`config.mk`:
```
export PLATFORM = sky130hd
export DESIGN_NAME = qrs_sqrt
export DESIGN_NICKNAME = d
export VERILOG_FILES = /design/src/hdl/quadratic_root_solver_unit_defines.svh /design/src/hdl/qrs_pkg.sv /design/src/hdl/qrs_sqrt.sv
export SDC_FILE = /design/constraint.sdc
export NUM_CORES = 2
export LEC_CHECK = 0
export BUFFER_PORTS_ARGS = -buffer_cell sky130_fd_sc_hd__clkbuf_2
export CAP_MARGIN = 20
export CORE_MARGIN = 2
export CORE_UTILIZATION = 61
export CTS_CLUSTER_DIAMETER = 60
export DETAILED_ROUTE_END_ITERATION = 8
export MAX_ROUTING_LAYER = met4
export PLACE_DENSITY = 0.78
export SETUP_SLACK_MARGIN = 0.02
export SKIP_CTS_REPAIR_TIMING = 1
export SLEW_MARGIN = 30
export SYNTH_ARGS = -nofsm -noshare
export SYNTH_HDL_FRONTEND = slang
export SYNTH_SLANG_ARGS = --single-unit
```
`constraint.sdc`:
```
create_clock -name clk -period 3.4 [get_ports clk]
set_input_delay 0.34 -clock clk [delete_from_list [all_inputs] [get_ports clk]]
set_output_delay 0.34 -clock clk [all_outputs]
set_load 0.01 [all_outputs]
```
`src/hdl/quadratic_root_solver_unit_defines.svh`:
```
// Assertion macros for the quadratic root solver.
`ifndef QUADRATIC_ROOT_SOLVER_UNIT_DEFINES_SVH
`define QUADRATIC_ROOT_SOLVER_UNIT_DEFINES_SVH
// Implication checked on every clock edge outside reset.
`define QRS_ASSERT_IMPL(lbl, ante, cons) \
  lbl: assert property (@(posedge clk) disable iff (!rst_n) (ante) |-> (cons)) \
    else $error("assertion failed");
// Next-cycle implication checked outside reset.
`define QRS_ASSERT_NEXT(lbl, ante, cons) \
  lbl: assert property (@(posedge clk) disable iff (!rst_n) (ante) |=> (cons)) \
    else $error("assertion failed");
`endif

```
`src/hdl/qrs_pkg.sv`:
```
// Shared types and constants of the quadratic root solver.
package qrs_pkg;
  localparam int unsigned CoefW = 16;
  localparam int unsigned RootW = 32;
  localparam int unsigned DiscW = 35;   // b*b - 4ac, signed
  localparam int unsigned RadW  = 64;   // disc << 30, unsigned
  localparam int unsigned SqrtW = 32;
  localparam int unsigned NumW  = 34;   // -b*2^15 +- s, signed
  localparam int unsigned QuoW  = 34;   // magnitude quotient width

  typedef enum logic [1:0] {
    ST_TWO    = 2'd0,
    ST_DOUBLE = 2'd1,
    ST_NONE   = 2'd2,
    ST_AZERO  = 2'd3
  } status_t;

  // Sideband that travels with each item through the pipeline up to the dividers.
  typedef struct packed {
    logic                     vld;
    status_t                  st;
    logic signed [CoefW-1:0]  a;
    logic signed [CoefW-1:0]  b;
  } side_t;
endpackage

```
`src/hdl/qrs_sqrt.sv`:
```
// Pipelined integer square root, one result bit per stage.
module qrs_sqrt (
  input  logic                       clk,
  input  logic                       rst_n,
  input  logic [qrs_pkg::RadW-1:0]   rad,
  input  qrs_pkg::side_t             side_in,
  output logic [qrs_pkg::SqrtW-1:0]  root,
  output qrs_pkg::side_t             side_out
);
  localparam int unsigned N = qrs_pkg::SqrtW;

  logic [qrs_pkg::RadW-1:0]  rad_r  [N+1];
  logic [N+1:0]              rem_r  [N+1];
  logic [N-1:0]              res_r  [N+1];
  qrs_pkg::side_t            side_r [N+1];

  always_comb begin
    rad_r[0]  = rad;
    rem_r[0]  = '0;
    res_r[0]  = '0;
    side_r[0] = side_in;
  end

  for (genvar i = 0; i < N; i++) begin : g_stage
    logic [N+1:0] rem_sh;
    logic [N+1:0] trial;
    logic [qrs_pkg::RadW-1:0] rad_nxt;
    always_comb begin
      rem_sh  = {rem_r[i][N-1:0], rad_r[i][qrs_pkg::RadW-1 -: 2]};
      trial   = {res_r[i], 2'b01};
      rad_nxt = rad_r[i] << 2;
    end
    always_ff @(posedge clk) begin
      if (!rst_n) begin
        side_r[i+1].vld <= 1'b0;
      end else begin
        side_r[i+1].vld <= side_r[i].vld;
      end
      side_r[i+1].st <= side_r[i].st;
      side_r[i+1].a  <= side_r[i].a;
      side_r[i+1].b  <= side_r[i].b;
      rad_r[i+1]     <= rad_nxt;
      if (rem_sh >= trial) begin
        rem_r[i+1] <= rem_sh - trial;
        res_r[i+1] <= {res_r[i][N-2:0], 1'b1};
      end else begin
        rem_r[i+1] <= rem_sh;
        res_r[i+1] <= {res_r[i][N-2:0], 1'b0};
      end
    end
  end

  assign root     = res_r[N];
  assign side_out = side_r[N];
endmodule

```
# Yosys cells after proc, flatten, opt, wreduce, memory -nomap -nowiden
# Cells that the tools add are included.
# W data, S select, Z words.
[op_classes]
addsub = 31
magnitude_cmp = 32
mux = 63
[op_table]
columns = ["cell", "n"]
rows = [
  ["$mux W32", 30],
  ["$ge A34 B10 Y1", 1],
  ["$ge A34 B11 Y1", 1],
  ["$ge A34 B12 Y1", 1],
  ["$ge A34 B13 Y1", 1],
  ["$ge A34 B14 Y1", 1],
  ["$ge A34 B15 Y1", 1],
  ["$ge A34 B16 Y1", 1],
  ["$ge A34 B17 Y1", 1],
  ["$ge A34 B18 Y1", 1],
  ["$ge A34 B19 Y1", 1],
  ["$ge A34 B20 Y1", 1],
  ["$ge A34 B21 Y1", 1],
  ["$ge A34 B22 Y1", 1],
  ["$ge A34 B23 Y1", 1],
  ["$ge A34 B24 Y1", 1],
  ["$ge A34 B25 Y1", 1],
  ["$ge A34 B26 Y1", 1],
  ["$ge A34 B27 Y1", 1],
  ["$ge A34 B28 Y1", 1],
  ["$ge A34 B29 Y1", 1],
  ["$ge A34 B3 Y1", 1],
  ["$ge A34 B30 Y1", 1],
  ["$ge A34 B31 Y1", 1],
  ["other kinds (42)", 73],
]
[word_totals]
regBits = 3603
in_bits = 101
output_inout_bits = 67
wordCells = 349

# Longest topological paths before layout
[logic_depth]
ltp_word = 2
depth_mapped = 16
ltp_nobuf = 14

# Least setup slack after synthesis
# No wires, ideal clock.
[synth_timing]
kind = "register -> register"
startpoint = "register res_r (netlist bit g_stage[22].trial[7])"
endpoint = "register rem_r (netlist bit g_stage[23].rem_sh[23])"
setup_time_ns = 0.070
t_arrival_ns = 3.022
t_required_ns = 3.330
setup_slack_ns = 0.308
path_stages_with_launch = 14
n_path_buf = 3
period_less_slack_ns = 3.092
path_cell_list = "dfxtp_1 > inv_1 > ha_1 > and2_1 > a221o_1 > a21o_1 > a211o_1 > a211oi_1 > o21ai_0 > a311o_1 > clkbuf_1 > clkbuf_1 > buf_1 > a21oi_1"
[synth_between]
elab_chain_len = 2
elab_cells_between_ends = 3
cone_classes = "1 x add/sub; 1 x order compare; 1 x mux"
[synth_rtl]
columns = ["element", "line", "rtl"]
rows = [
  ["start: declaration", "qrs_sqrt.sv:14", "logic [N-1:0] res_r [N+1];"],
  ["start signal: indexed assignment", "qrs_sqrt.sv:45", "res_r[i+1] <= {res_r[i][N-2:0], 1'b1};"],
  ["start signal: indexed assignment", "qrs_sqrt.sv:48", "res_r[i+1] <= {res_r[i][N-2:0], 1'b0};"],
  ["$sub A32 B24 Y32 / $ge A34 B24 Y1 (equally long branches)", "qrs_sqrt.sv:44, qrs_sqrt.sv:43", ""],
  ["$mux W32 *", "qrs_sqrt.sv:43", "if (rem_sh >= trial) begin"],
  ["end signal: indexed assignment", "qrs_sqrt.sv:44", "rem_r[i+1] <= rem_sh - trial;"],
  ["end signal: indexed assignment", "qrs_sqrt.sv:47", "rem_r[i+1] <= rem_sh;"],
  ["end: declaration", "qrs_sqrt.sv:13", "logic [N+1:0] rem_r [N+1];"],
]
# Mark *: on every way between the ends. The rest lies on a longest branch, timed or not.
# A chain may end at the register's enable or synchronous reset.

# Final worst setup path
[layout_timing]
startpoint = "register res_r (netlist bit g_stage[17].trial[2])"
endpoint = "register rem_r (netlist bit g_stage[18].rem_sh[16])"
[layout_between]
elab_chain_len = 2
elab_cells_between_ends = 3
cone_classes = "1 x add/sub; 1 x order compare; 1 x mux"
[layout_rtl]
columns = ["element", "line"]
rows = [
  ["$sub A32 B19 Y32 / $ge A34 B19 Y1 (equally long branches)", "qrs_sqrt.sv:44, qrs_sqrt.sv:43"],
  ["$mux W32 *", "qrs_sqrt.sv:43"],
]
# Marks and branches as above.

==> impl_metrics.env <==
export IMPL_fmax_ghz=0.298
export IMPL_rows=157
export IMPL_status="finished clean"
export IMPL_grt_pass1_vias=70600
export IMPL_antenna_found_initial=8
export IMPL_initial_core_util_pct=61.3
export IMPL_worst_setup_path_end_kind="flop"
export IMPL_core_area_sq_um=183000
export IMPL_cts_tree="done"
export IMPL_final_setup_tns_ps=0
export IMPL_synthesis_nets=10600
export IMPL_cts_max_level=5
export IMPL_dieArea_sq_um=187000
export IMPL_setup_viol=0
export IMPL_gp_congestion=0.931
export IMPL_pin_count=168
export IMPL_synth_xor_area_share_pct=6.07
export IMPL_synth_compound_area_share_pct=9.73
export IMPL_final_cell_area_sq_um=129000
export IMPL_cts_clk_slew_worst_paths_ps=60
export IMPL_place_area_sq_um=116000
export IMPL_dr_pass1_iters=6
export IMPL_yosys_area_share_simple_pct=9.85
export IMPL_p_total_mw=103
export IMPL_max_vdd_ir_drop_mv=0.940
export IMPL_clock_root_buffer="clkbuf_16"
export IMPL_die_x_um=433
export IMPL_synth_top_family_by_area="simple AND/OR/NAND/NOR gates"
export IMPL_holdCritPathClass="input pin to flop"
export IMPL_synth_edf_count=0
export IMPL_wl_mm=230
export IMPL_period_needed_ps=3350
export IMPL_ys_types=93
export IMPL_area_growth_pct=15.4
export IMPL_synthArstFlopShare_pct=0
export IMPL_finalNetCount=11200
export IMPL_synth_main_ff_cell="dfxtp_1"
export IMPL_cp_required_ps=4130
export IMPL_start_kind="flop"
export IMPL_avgSynthCellArea_sq_um=11.3
export IMPL_relSlewSlack_pct=39.3
export IMPL_drt_iter0_markers=4314
export IMPL_grt_pass1_wl_mm=360
export IMPL_ys_seq_area_share_pct=63.8
export IMPL_drt_antenna_violating_nets=0
export IMPL_synth_seq_cells=3574
export IMPL_fin_worst_skew_ps=71.6
export IMPL_tightest_slew_ps=902
export IMPL_synthMuxAreaShare_pct=1.02
export IMPL_pre_cts_slack_ps=57.5
export IMPL_cts_buffer_depth=4
export IMPL_final_setup_worst_slack_ps=49.6
export IMPL_path_max_fanout=32
export IMPL_cellPowerDensity_nw_per_um2=800
export IMPL_finalHoldViolations=0
export IMPL_slew_viol_final=0
export IMPL_grt_max_degree=63
export IMPL_cts_made_buffers=344
export IMPL_synth_adder_area_share_pct=6.29
export IMPL_clock_latency_ps=950
export IMPL_wl_per_cell_um=17.4
export IMPL_drive_gt1_share_pct=9.95
export IMPL_path_class="flop to flop"
export IMPL_arrival_ps=4080
export IMPL_grt_usage_pct=24.5
export IMPL_portBuffers=167
export IMPL_netlist_instances=9939
export IMPL_clock_sinks=3574
export IMPL_synth_warnings=0
export IMPL_p_leak_nw=60.2
export IMPL_grt_ovfl_total=0
export IMPL_vias=69600
export IMPL_period_share_pct=98.5
export IMPL_hpwlAfterDp_mm=155
export IMPL_drc=0
export IMPL_drv_cap=0
export IMPL_post_route_util_pct=70.7
export IMPL_die_y_um=433
export IMPL_routed_via_density=5.26
export IMPL_rsz0062_at_grt="yes"
export IMPL_syn_cell_area_sq_um=112000
layout by cell type, fill, tap and decap left out, types with 42 or more instances in the layout:
cell           netlist  routed
a211oi_1            46      42
a21o_1             220     220
a21oi_1            605     599
and2_1              72      72
and3_1              53      53
buf_4               36     138
clkbuf_1           148      65
clkbuf_16            0     352
clkbuf_2             0     167
clkbuf_8             0      77
dfxtp_1           3574    3574
dlygate4sd3_1        0     119
ha_1               564     561
inv_1              716     715
mux2_2              94      94
nand2_1            536     536
nand2b_1           105     105
nand3_1            145     143
nand4_1             87      87
nor2_1             585     584
nor2b_1             99      98
nor3_1             185     181
nor4_1              97      90
o21a_1              95      95
o21ai_0            412     398
o21bai_1            58      56
o31ai_1             54      51
or3_1               72      71
or4_1               43      42
xnor2_1            425     425
xor2_1             352     352
power breakdown:
| group | internal (mW) | switching, mW | total [mW] |
|---|---|---|---|
| Sequential | 47.5 | 3.98 | 51.5 |
| Clock | 22.1 | 15.5 | 37.6 |
| Combinational | 6.57 | 7.80 | 14.4 |
path summary, 6_finish.rpt:
kind | startpoint | depth (start not counted) | end | slack [ps]
hold / removal | rad[60] | 2 | g_stage[1].rem_sh[0]$_DFF_P_ | 40
setup reg to reg | g_stage[17].trial[2]$_DFF_P_ | 13 | g_stage[18].rem_sh[16]$_DFF_P_ | 50
setup / recovery | g_stage[17].trial[2]$_DFF_P_ | 13 | g_stage[18].rem_sh[16]$_DFF_P_ | 50
hold reg to reg | side_r[448]$_DFF_P_ | 0 | side_r[413]$_DFF_P_ | 270
registers in the layout (all words and copies together) (netlist names):
| register | cells |
|---|---|
| side_r | 1085 |
| side_out | 35 |
| g_stage.trial | 496 |
| g_stage.rad_nxt | 930 |
| root | 32 |
| g_stage.rem_sh | 996 |
kinds of logic after synthesis:
group,count (synthesis)
and+or+nand+nor,2228
xor gates and xnor gates,777
DFF,3574
muxes,102
buffers and inverters,924
AOI/OAI and AO/OA,1769
other,1
adders and majority gates,564
cell usage after synthesis, drive strengths merged, types with 95 or more instances:
library cell / instances / share of area, %
o21a: 95 / 0.64
dfxtp: 3574 / 64
nor2: 585 / 2.0
clkbuf: 148 / 0.50
ha: 564 / 6.3
a21oi: 605 / 2.7
xnor2: 425 / 3.3
o21ai: 424 / 1.9
a21o: 220 / 1.5
nand3: 145 / 0.65
nor2b: 100 / 0.56
nor4: 99 / 0.56
nor3: 189 / 0.86
nand2b: 108 / 0.61
xor2: 352 / 2.7
inv: 720 / 2.4
nand2: 537 / 1.8
per-layer routing:
metal	wire length [um]	vias to the layer above	track usage [%]
met5	0	-	-
met1	93400	32900	27.6
met3	9000	540	3.40
li1	-	34600	-
met4	8070	0	9.15
met2	119000	1581	44.0
worst max-delay path, stage by stage (launching register included):
cell      delay (ps)
dfxtp_1          430
inv_1            100
ha_1             370
nor2b_1          160
o21ai_0          260
a21oi_1          160
o21ai_0          420
a21oi_2          150
a31oi_1          350
o211ai_1         150
buf_4            170
buf_12           160
o21ai_0          120
o22ai_2          150
area by class of cell:
type                            instances  area, sq um
Sequential cell                      3574        71500
Fill cell                           12600        53500
Multi-Input combinational cell       5441        37300
Clock buffer                          491        10000
Timing Repair Buffer                  440         3370
Tap cell                             2464         3080
Inverter                              722         2710
Clock inverter                        104         1270
Antenna cell                            6         15.0
per-stage QoR:
step / std cells / hold slack, ps
4_1_cts: 13100 / -586
2_1_floorplan: 9939 / 310
3_3_place_gp: 12500 / 310
3_5_place_dp: 12500 / 312
5_1_grt: 13200 / 4.57
6_report: 13200 / 35.6
No activity file was read; power rests on OpenSTA's default activity.
