--- config.mk ---
export PLATFORM = sky130hd
export DESIGN_NAME = qrs_div
export DESIGN_NICKNAME = d
export VERILOG_FILES = /design/src/hdl/quadratic_root_solver_unit_defines.svh /design/src/hdl/qrs_pkg.sv /design/src/hdl/qrs_div.sv
export SDC_FILE = /design/constraint.sdc
export NUM_CORES = 2
export LEC_CHECK = 0
export BUFFER_PORTS_ARGS = -buffer_cell sky130_fd_sc_hd__buf_2
export CORE_ASPECT_RATIO = 1.5
export CORE_MARGIN = 2
export CORE_UTILIZATION = 65
export CTS_BUF_LIST = sky130_fd_sc_hd__clkbuf_16
export CTS_CLUSTER_DIAMETER = 200
export DETAILED_ROUTE_END_ITERATION = 10
export PLACE_DENSITY = 0.82
export SLEW_MARGIN = 20
export SYNTH_ARGS = -nofsm -noshare
export SYNTH_HDL_FRONTEND = slang
export SYNTH_SLANG_ARGS = --single-unit
--- constraint.sdc ---
create_clock -name clk -period 6.4 [get_ports clk]
set_clock_uncertainty 0.2 [all_clocks]
set_input_delay 0 -clock clk [delete_from_list [all_inputs] [get_ports clk]]
set_output_delay 0 -clock clk [all_outputs]
set_load 0.02 [all_outputs]
--- src/hdl/quadratic_root_solver_unit_defines.svh ---
// Assertion macros for the quadratic root solver.
`ifndef QUADRATIC_ROOT_SOLVER_UNIT_DEFINES_SVH
`define QUADRATIC_ROOT_SOLVER_UNIT_DEFINES_SVH
// Implication checked on every clock edge outside reset.
`define QRS_ASSERT_IMPL(lbl, ante, cons) \
  lbl: assert property (@(posedge clk) disable iff (!rst_n) (ante) |-> (cons)) \
    else $error("assertion failed");
// Next-cycle implication checked outside reset.
`define QRS_ASSERT_NEXT(lbl, ante, cons) \
  lbl: assert property (@(posedge clk) disable iff (!rst_n) (ante) |=> (cons)) \
    else $error("assertion failed");
`endif

--- src/hdl/qrs_pkg.sv ---
// Shared types and constants of the quadratic root solver.
package qrs_pkg;
  localparam int unsigned CoefW = 16;
  localparam int unsigned RootW = 32;
  localparam int unsigned DiscW = 35;   // b*b - 4ac, signed
  localparam int unsigned RadW  = 64;   // disc << 30, unsigned
  localparam int unsigned SqrtW = 32;
  localparam int unsigned NumW  = 34;   // -b*2^15 +- s, signed
  localparam int unsigned QuoW  = 34;   // magnitude quotient width

  typedef enum logic [1:0] {
    ST_TWO    = 2'd0,
    ST_DOUBLE = 2'd1,
    ST_NONE   = 2'd2,
    ST_AZERO  = 2'd3
  } status_t;

  // Sideband that travels with each item through the pipeline up to the dividers.
  typedef struct packed {
    logic                     vld;
    status_t                  st;
    logic signed [CoefW-1:0]  a;
    logic signed [CoefW-1:0]  b;
  } side_t;
endpackage

--- src/hdl/qrs_div.sv ---
// Pipelined signed restoring divider, one quotient bit per stage, saturating.
module qrs_div (
  input  logic                              clk,
  input  logic                              rst_n,
  input  logic                              vld_in,
  input  logic signed [qrs_pkg::NumW-1:0]   num,
  input  logic signed [qrs_pkg::CoefW-1:0]  den,
  output logic                              vld_out,
  output logic [qrs_pkg::RootW-1:0]         quo
);
  localparam int unsigned Q = qrs_pkg::QuoW;
  localparam int unsigned D = qrs_pkg::CoefW;

  logic [Q-1:0]   n_r   [Q+1];
  logic [D:0]     rm_r  [Q+1];
  logic [D-1:0]   d_r   [Q+1];
  logic           neg_r [Q+1];
  logic           v_r   [Q+1];

  always_comb begin
    n_r[0]   = num[qrs_pkg::NumW-1] ? Q'(-num) : Q'(num);
    d_r[0]   = den[D-1] ? D'(-den) : D'(den);
    neg_r[0] = num[qrs_pkg::NumW-1] ^ den[D-1];
    rm_r[0]  = '0;
    v_r[0]   = vld_in;
  end

  for (genvar i = 0; i < Q; i++) begin : g_stage
    logic [D+1:0] sh;
    always_comb sh = {rm_r[i], n_r[i][Q-1]};
    always_ff @(posedge clk) begin
      if (!rst_n) begin
        v_r[i+1] <= 1'b0;
      end else begin
        v_r[i+1] <= v_r[i];
      end
      d_r[i+1]   <= d_r[i];
      neg_r[i+1] <= neg_r[i];
      if (sh >= {2'b00, d_r[i]}) begin
        rm_r[i+1] <= (D+1)'(sh - {2'b00, d_r[i]});
        n_r[i+1]  <= {n_r[i][Q-2:0], 1'b1};
      end else begin
        rm_r[i+1] <= sh[D:0];
        n_r[i+1]  <= {n_r[i][Q-2:0], 1'b0};
      end
    end
  end

  // Apply sign and saturate; magnitude quotient fits Q bits.
  logic signed [Q:0] sq;
  always_comb begin
    sq = neg_r[Q] ? -$signed({1'b0, n_r[Q]}) : $signed({1'b0, n_r[Q]});
    if (sq > $signed((Q+1)'(33'sh0_7FFF_FFFF)))
      quo = 32'h7FFF_FFFF;
    else if (sq < -$signed((Q+1)'(33'sh0_8000_0000)))
      quo = 32'h8000_0000;
    else
      quo = sq[qrs_pkg::RootW-1:0];
  end
  assign vld_out = v_r[Q];
endmodule

=== Word-level counts from Yosys, hierarchy flattened ===
Cells that the tools add are included.

* Input port bits: 53
* Logic and storage cells: 314
* Output and inout bits: 33
* Register bits: 2313

* $add $sub $neg: 36
* Bitwise gates (word level): 1
* Magnitude comparators: 36
* Muxes and demuxes: 72

{| class="wikitable"
|+ Operators with widths
! operator !! number
|-
| 18-bit by 16-bit greater-or-equal comparator with 1-bit output || 33
|-
| 17-bit two-way mux || 32
|-
| 17-bit by 16-bit subtractor with 17-bit output || 32
|-
| 32-bit two-way mux || 2
|-
| 35-bit by 32-bit > comparator with 1-bit output (second input constant) || 1
|-
| 35-bit by 32-bit < comparator with 1-bit output (second input constant) || 1
|-
| 1-bit two-way mux || 35
|-
| 35-bit two-way mux || 1
|-
| 34-bit negation with 35-bit output || 1
|-
| 34-bit two-way mux || 1
|-
| 34-bit negation || 1
|-
| 1-bit by 16-bit subtractor with 17-bit output || 1
|-
| 1-bit by 16-bit greater-or-equal comparator with 1-bit output || 1
|-
| 16-bit two-way mux || 1
|-
| 16-bit negation || 1
|-
| 1-bit bitwise XOR || 1
|}

=== Depth between registers and ports, before layout ===
* Depth after elaboration: 5
* Gate-level depth with buffers: 14
* Mapped depth without buffers: 12

=== Least setup slack after synthesis ===
Ideal clock, no wire load.

* Path type: reg-to-reg
* From: reg n_r (netlist bit g_stage[6].sh[0])
* To: reg rm_r (netlist bit g_stage[7].sh[10])
* Cell stages (with the launch flop): 13
* Data arrival time: 2.935 ns
* Data required time: 6.079 ns
* Buffers on the path: 1
* Slack: 3.144 ns
* Clock period less this slack: 3.256 ns
* Setup time: 0.121 ns
* Cells stage by stage: dfxtp_1 -> inv_1 -> ha_1 -> fa_1 -> nor2b_1 -> o2111ai_1 -> nand4_1 -> nand3_1 -> o21ai_0 -> o31ai_1 -> a21oi_1 -> buf_2 -> mux2_2

* Cells in the longest elaborated chain, start to end: 2
* Elaborated cells between the ends (all ways): 3
* Classes of those cells: add/sub (1); order compare (1); mux (1)

{| class="wikitable"
|+ Ends and longest elaborated chain
! element !! RTL line !! source
|-
| start, declared || qrs_div.sv:14 || <nowiki>logic [Q-1:0] n_r [Q+1];</nowiki>
|-
| start signal, assigned by index || qrs_div.sv:41 || <nowiki>n_r[i+1] <= {n_r[i][Q-2:0], 1'b1};</nowiki>
|-
| start signal, assigned by index || qrs_div.sv:44 || <nowiki>n_r[i+1] <= {n_r[i][Q-2:0], 1'b0};</nowiki>
|-
| 17-bit by 16-bit subtractor with 17-bit output or 18-bit by 16-bit greater-or-equal comparator with 1-bit output (tied branches) || qrs_div.sv:40, qrs_div.sv:39 ||
|-
| 17-bit two-way mux (*) || qrs_div.sv:39 || <nowiki>if (sh >= {2'b00, d_r[i]}) begin</nowiki>
|-
| end signal, assigned by index || qrs_div.sv:40 || <nowiki>rm_r[i+1] <= (D+1)'(sh - {2'b00, d_r[i]});</nowiki>
|-
| end signal, assigned by index || qrs_div.sv:43 || <nowiki>rm_r[i+1] <= sh[D:0];</nowiki>
|-
| end, declared || qrs_div.sv:15 || <nowiki>logic [D:0] rm_r [Q+1];</nowiki>
|}

Mark *: on every way between the ends. The rest lies on a longest branch, timed or not.
A chain may end at the register's enable or synchronous reset.

=== Worst setup path after layout ===
* From: in num[13] (netlist bit)
* To: reg rm_r (netlist bit g_stage[1].sh[1])

* Cells in the longest elaborated chain, start to end: 4
* Elaborated cells between the ends (all ways): 5
* Classes of those cells: add/sub (2); order compare (1); mux (2)

{| class="wikitable"
|+ Ends and longest elaborated chain
! element !! RTL line !! source
|-
| start, declared || qrs_div.sv:6 || <nowiki>input logic signed [qrs_pkg::NumW-1:0] num,</nowiki>
|-
| 34-bit negation (*) || qrs_div.sv:21 || <nowiki>n_r[0] = num[qrs_pkg::NumW-1] ? Q'(-num) : Q'(num);</nowiki>
|-
| 34-bit two-way mux (*) || qrs_div.sv:21 ||
|-
| 1-bit by 16-bit subtractor with 17-bit output or 1-bit by 16-bit greater-or-equal comparator with 1-bit output (tied branches) || qrs_div.sv:40, qrs_div.sv:39 ||
|-
| 1-bit two-way mux (*) || qrs_div.sv:39 ||
|}

Marks and branches as above.

==> metrics <==
outcome=finished, final reports clean; asr flop ratio synth=0%; Synth Cell Area=0.0813 sq mm; CP Capture Type=register; nets=between 8000 and 9000; most frequent CP cell=dlygate4sd3_1; clk root buf=clkbuf_16; CTS max path bufs=3; Design Area, Final=approximately 0.091 sq mm; Critical Path Slowest Stage Cell=dlygate4sd3_1; share of layout cells above drive strength 1=7.70%; Final Power=just under 50 mW; Starting Density=between 60% and 70%; hold buffers post-CTS=between 100 and 150; Die Y-Extent=437 um; port bufs=85; standard-cell rows=158; CTS Sinks=about 2300; Worst R2R End=g_stage[25].sh[7]; Total GRT Usage=between 20% and 30%; Max Fclk=between 150 and 200 MHz; CP peak stage delay=between 0.6 and 0.7 ns; dpl ws=between 2 and 2.5 ns; setup TNS=0 ns; register bit total from synthesis=2313; # IOs=86; CTS tree=done; Mean Syn Cell Area=10.7 sq um; Area Overhead vs Synth=12.5%; worst-margin pin slew=between 1 and 1.5 ns; DRT Pass-1 Iters=5; total core area=about 0.12 sq mm; worst hold start=n_r[810]; global route total overflow=0; hold-critical path depth=0; Clock Pin Slew Worst Setup and Hold Paths=0.07 ns; # resized after CTS=0; HP Class=reg2reg; first-pass GRT wire length=around 280 mm; Worst R2R Setup Slack=~2.3 ns; syn nets=roughly 8000; most frequent cells in the layout=2312 x dfxtp_1, 735 x inv_1, 595 x o21ai_0; post-synthesis sequential area ratio=a little under three fifths; period utilisation layout=84.5%; crit-path cells=dlygate4sd3_1, buf_2, or4_4, or3_1, nor3_2, nor4b_2, dlygate4sd3_1, nand2_1, dlygate4sd3_1, or4_1, dlygate4sd3_1, ha_1, a22oi_1, dlygate4sd3_1; final worst slack=~0.99 ns; Final Routed Wirelength=roughly 180 mm; worst-skew pair later-pin latency=~0.84 ns; Cells after Synth=7624; cell family with most CP delay=buffers and inverters; RSZ-0062 raised after global routing=no; CP Max Fanout=9; Max-Cap Viols=0; Synth Warn #=0; Detail Route Antenna Nets=0; Worst Path Required=~7 ns; Worst slew margin=14.7%; via count=54800; Die X=a little under 300 um; R2R depth=10; routability congestion estimate=around 0.96; Final setup viols=0; CP Buf/Inv Count=6; largest net degree at the start of global routing=38; startpoint types=primary input; antenna violations before repair=11; Synth Flop Type=dfxtp_1; final hold violation count=0; min cycle time layout=5.41 ns; H-tree depth=4; DP HPWL=between 100 and 150 mm; die area=roughly 0.13 sq mm; drt via density=between 5 and 6; Hold Path End=n_r[777]; cell accounting for the most synthesized area=dfxtp_1; r2r startpoint=d_r[162]; Max VDD drop=between 0.3 and 0.4 mV; Synth area leaders=dfxtp_1 57%, ha_1 8.2%, o21ai_0 3.7%; Final Max Tran Viols=0; setup bufs post-CTS=0; # DRC=0; DRT iter0 DRCs=around 2600; Leak=between 40 and 50 nW; PD cells=529 mW/mm^2; Worst Path Arrival=5.93 ns; Worst Path Class, Setup=in2reg; EDFF count, synth=0; Synth top area share=around 57%; placed inst area=approximately 0.083 sq mm; Distinct cells, synth=87; most common cell after layout, fill and taps aside=dfxtp_1; WL/cell=18.4 um; TritonCTS buffer count=~190; vias in the first global route=57300
-- per-stage QoR --
step           hold WS, ns  utilization [%]  instances
6_report             0.107             73.9       9750
5_1_grt              0.114             73.9       9745
4_1_cts             0.0143             73.8       9722
3_5_place_dp       0.00303             67.4       9216
3_3_place_gp       0.00706             67.4       9216
2_1_floorplan       -0.172                -       7624
-- where the power goes --
part	switching, mW	total (mW)	internal [mW]
clock	5.29	11.7	6.44
sequential	1.77	19.6	17.9
combinational	9.74	17.0	7.27
-- worst max-delay path by stage --
stage / depth (start not counted) / endpoint / slack, ns / from
after floorplan: 12 / g_stage[7].sh[10] / 3.14 / g_stage[6].sh[0]
after global placement: 10 / g_stage[25].sh[7] / 2.28 / d_r[162]
after detailed placement: 10 / g_stage[25].sh[7] / 2.26 / d_r[162]
after CTS: 14 / g_stage[1].sh[1] / 1.31 / num[15]
after global routing: 14 / g_stage[1].sh[1] / 0.89 / num[13]
final: 14 / g_stage[1].sh[1] / 0.99 / num[13]
-- Yosys cell counts, types with 22 or more instances --
cell type / count
dfxtp_1: 2313
inv_1: 707
o21ai_0: 595
nand2_1: 572
ha_1: 533
a21oi_1: 366
nor2_1: 279
xnor2_1: 248
a21o_1: 226
xor2_1: 169
mux2_2: 147
nand3_1: 91
clkbuf_1: 90
nor2b_1: 87
nand2b_1: 85
o21a_1: 82
nor3_1: 78
o31ai_1: 74
a211oi_1: 70
and2_1: 70
and3_1: 69
mux2i_1: 47
a31oi_1: 46
nand4_1: 43
o21bai_1: 43
or2_2: 37
fa_1: 32
or3_1: 31
a221oi_1: 26
a2111oi_0: 22
-- worst register-to-register path, delay by kind of cell (launching register included) --
| kind | cells | cell delay (ns) |
|---|---|---|
| compound gates | 4 | 1.21 |
| simple gates | 2 | 0.73 |
| flops | 1 | 0.32 |
| buf+inv | 2 | 0.76 |
| mux | 1 | 0.49 |
| fa+ha+maj | 1 | 0.33 |
-- area by class of cell --
type,count,area (sq um)
antenna,28,70.1
clock buffer,192,4800
clock inverter,167,1610
fill,8247,32300
inverter,709,2660
multi-input combinational,4496,32000
sequential,2313,46300
tap,1600,2000
timing repair buffer,245,1990
-- logic make-up (layout without fill, tap and decap cells) --
group / count (synthesis) / after routing / synth area share [%]
other cells: 0 / 28 / 0
xor+xnor: 417 / 417 / 4.49
fa+ha+maj: 565 / 565 / 9.00
mux: 194 / 194 / 2.62
flops: 2313 / 2313 / 57.0
compound gates: 1757 / 1757 / 13.6
simple gates: 1563 / 1563 / 9.51
buf+inv: 815 / 1313 / 3.80
-- layer usage --
| metal | GRT usage (%) | vias up | part of all wire [%] |
|---|---|---|---|
| met4 | 26.5 | 2 | 11 |
| met3 | 4.62 | 788 | 3.6 |
| met5 | 0 | - | 0.0067 |
| li1 | - | 26800 | - |
| met2 | 54.4 | 1471 | 54 |
| met1 | 23.2 | 25700 | 32 |
-- sequential cells by signal, summed over array words and instances, names as in the netlist --
signal	cells
d_r	528
g_stage.sh	594
n_r	1123
neg_r	34
v_r	33
vld_out	1
No activity file was read; power rests on OpenSTA's default activity.
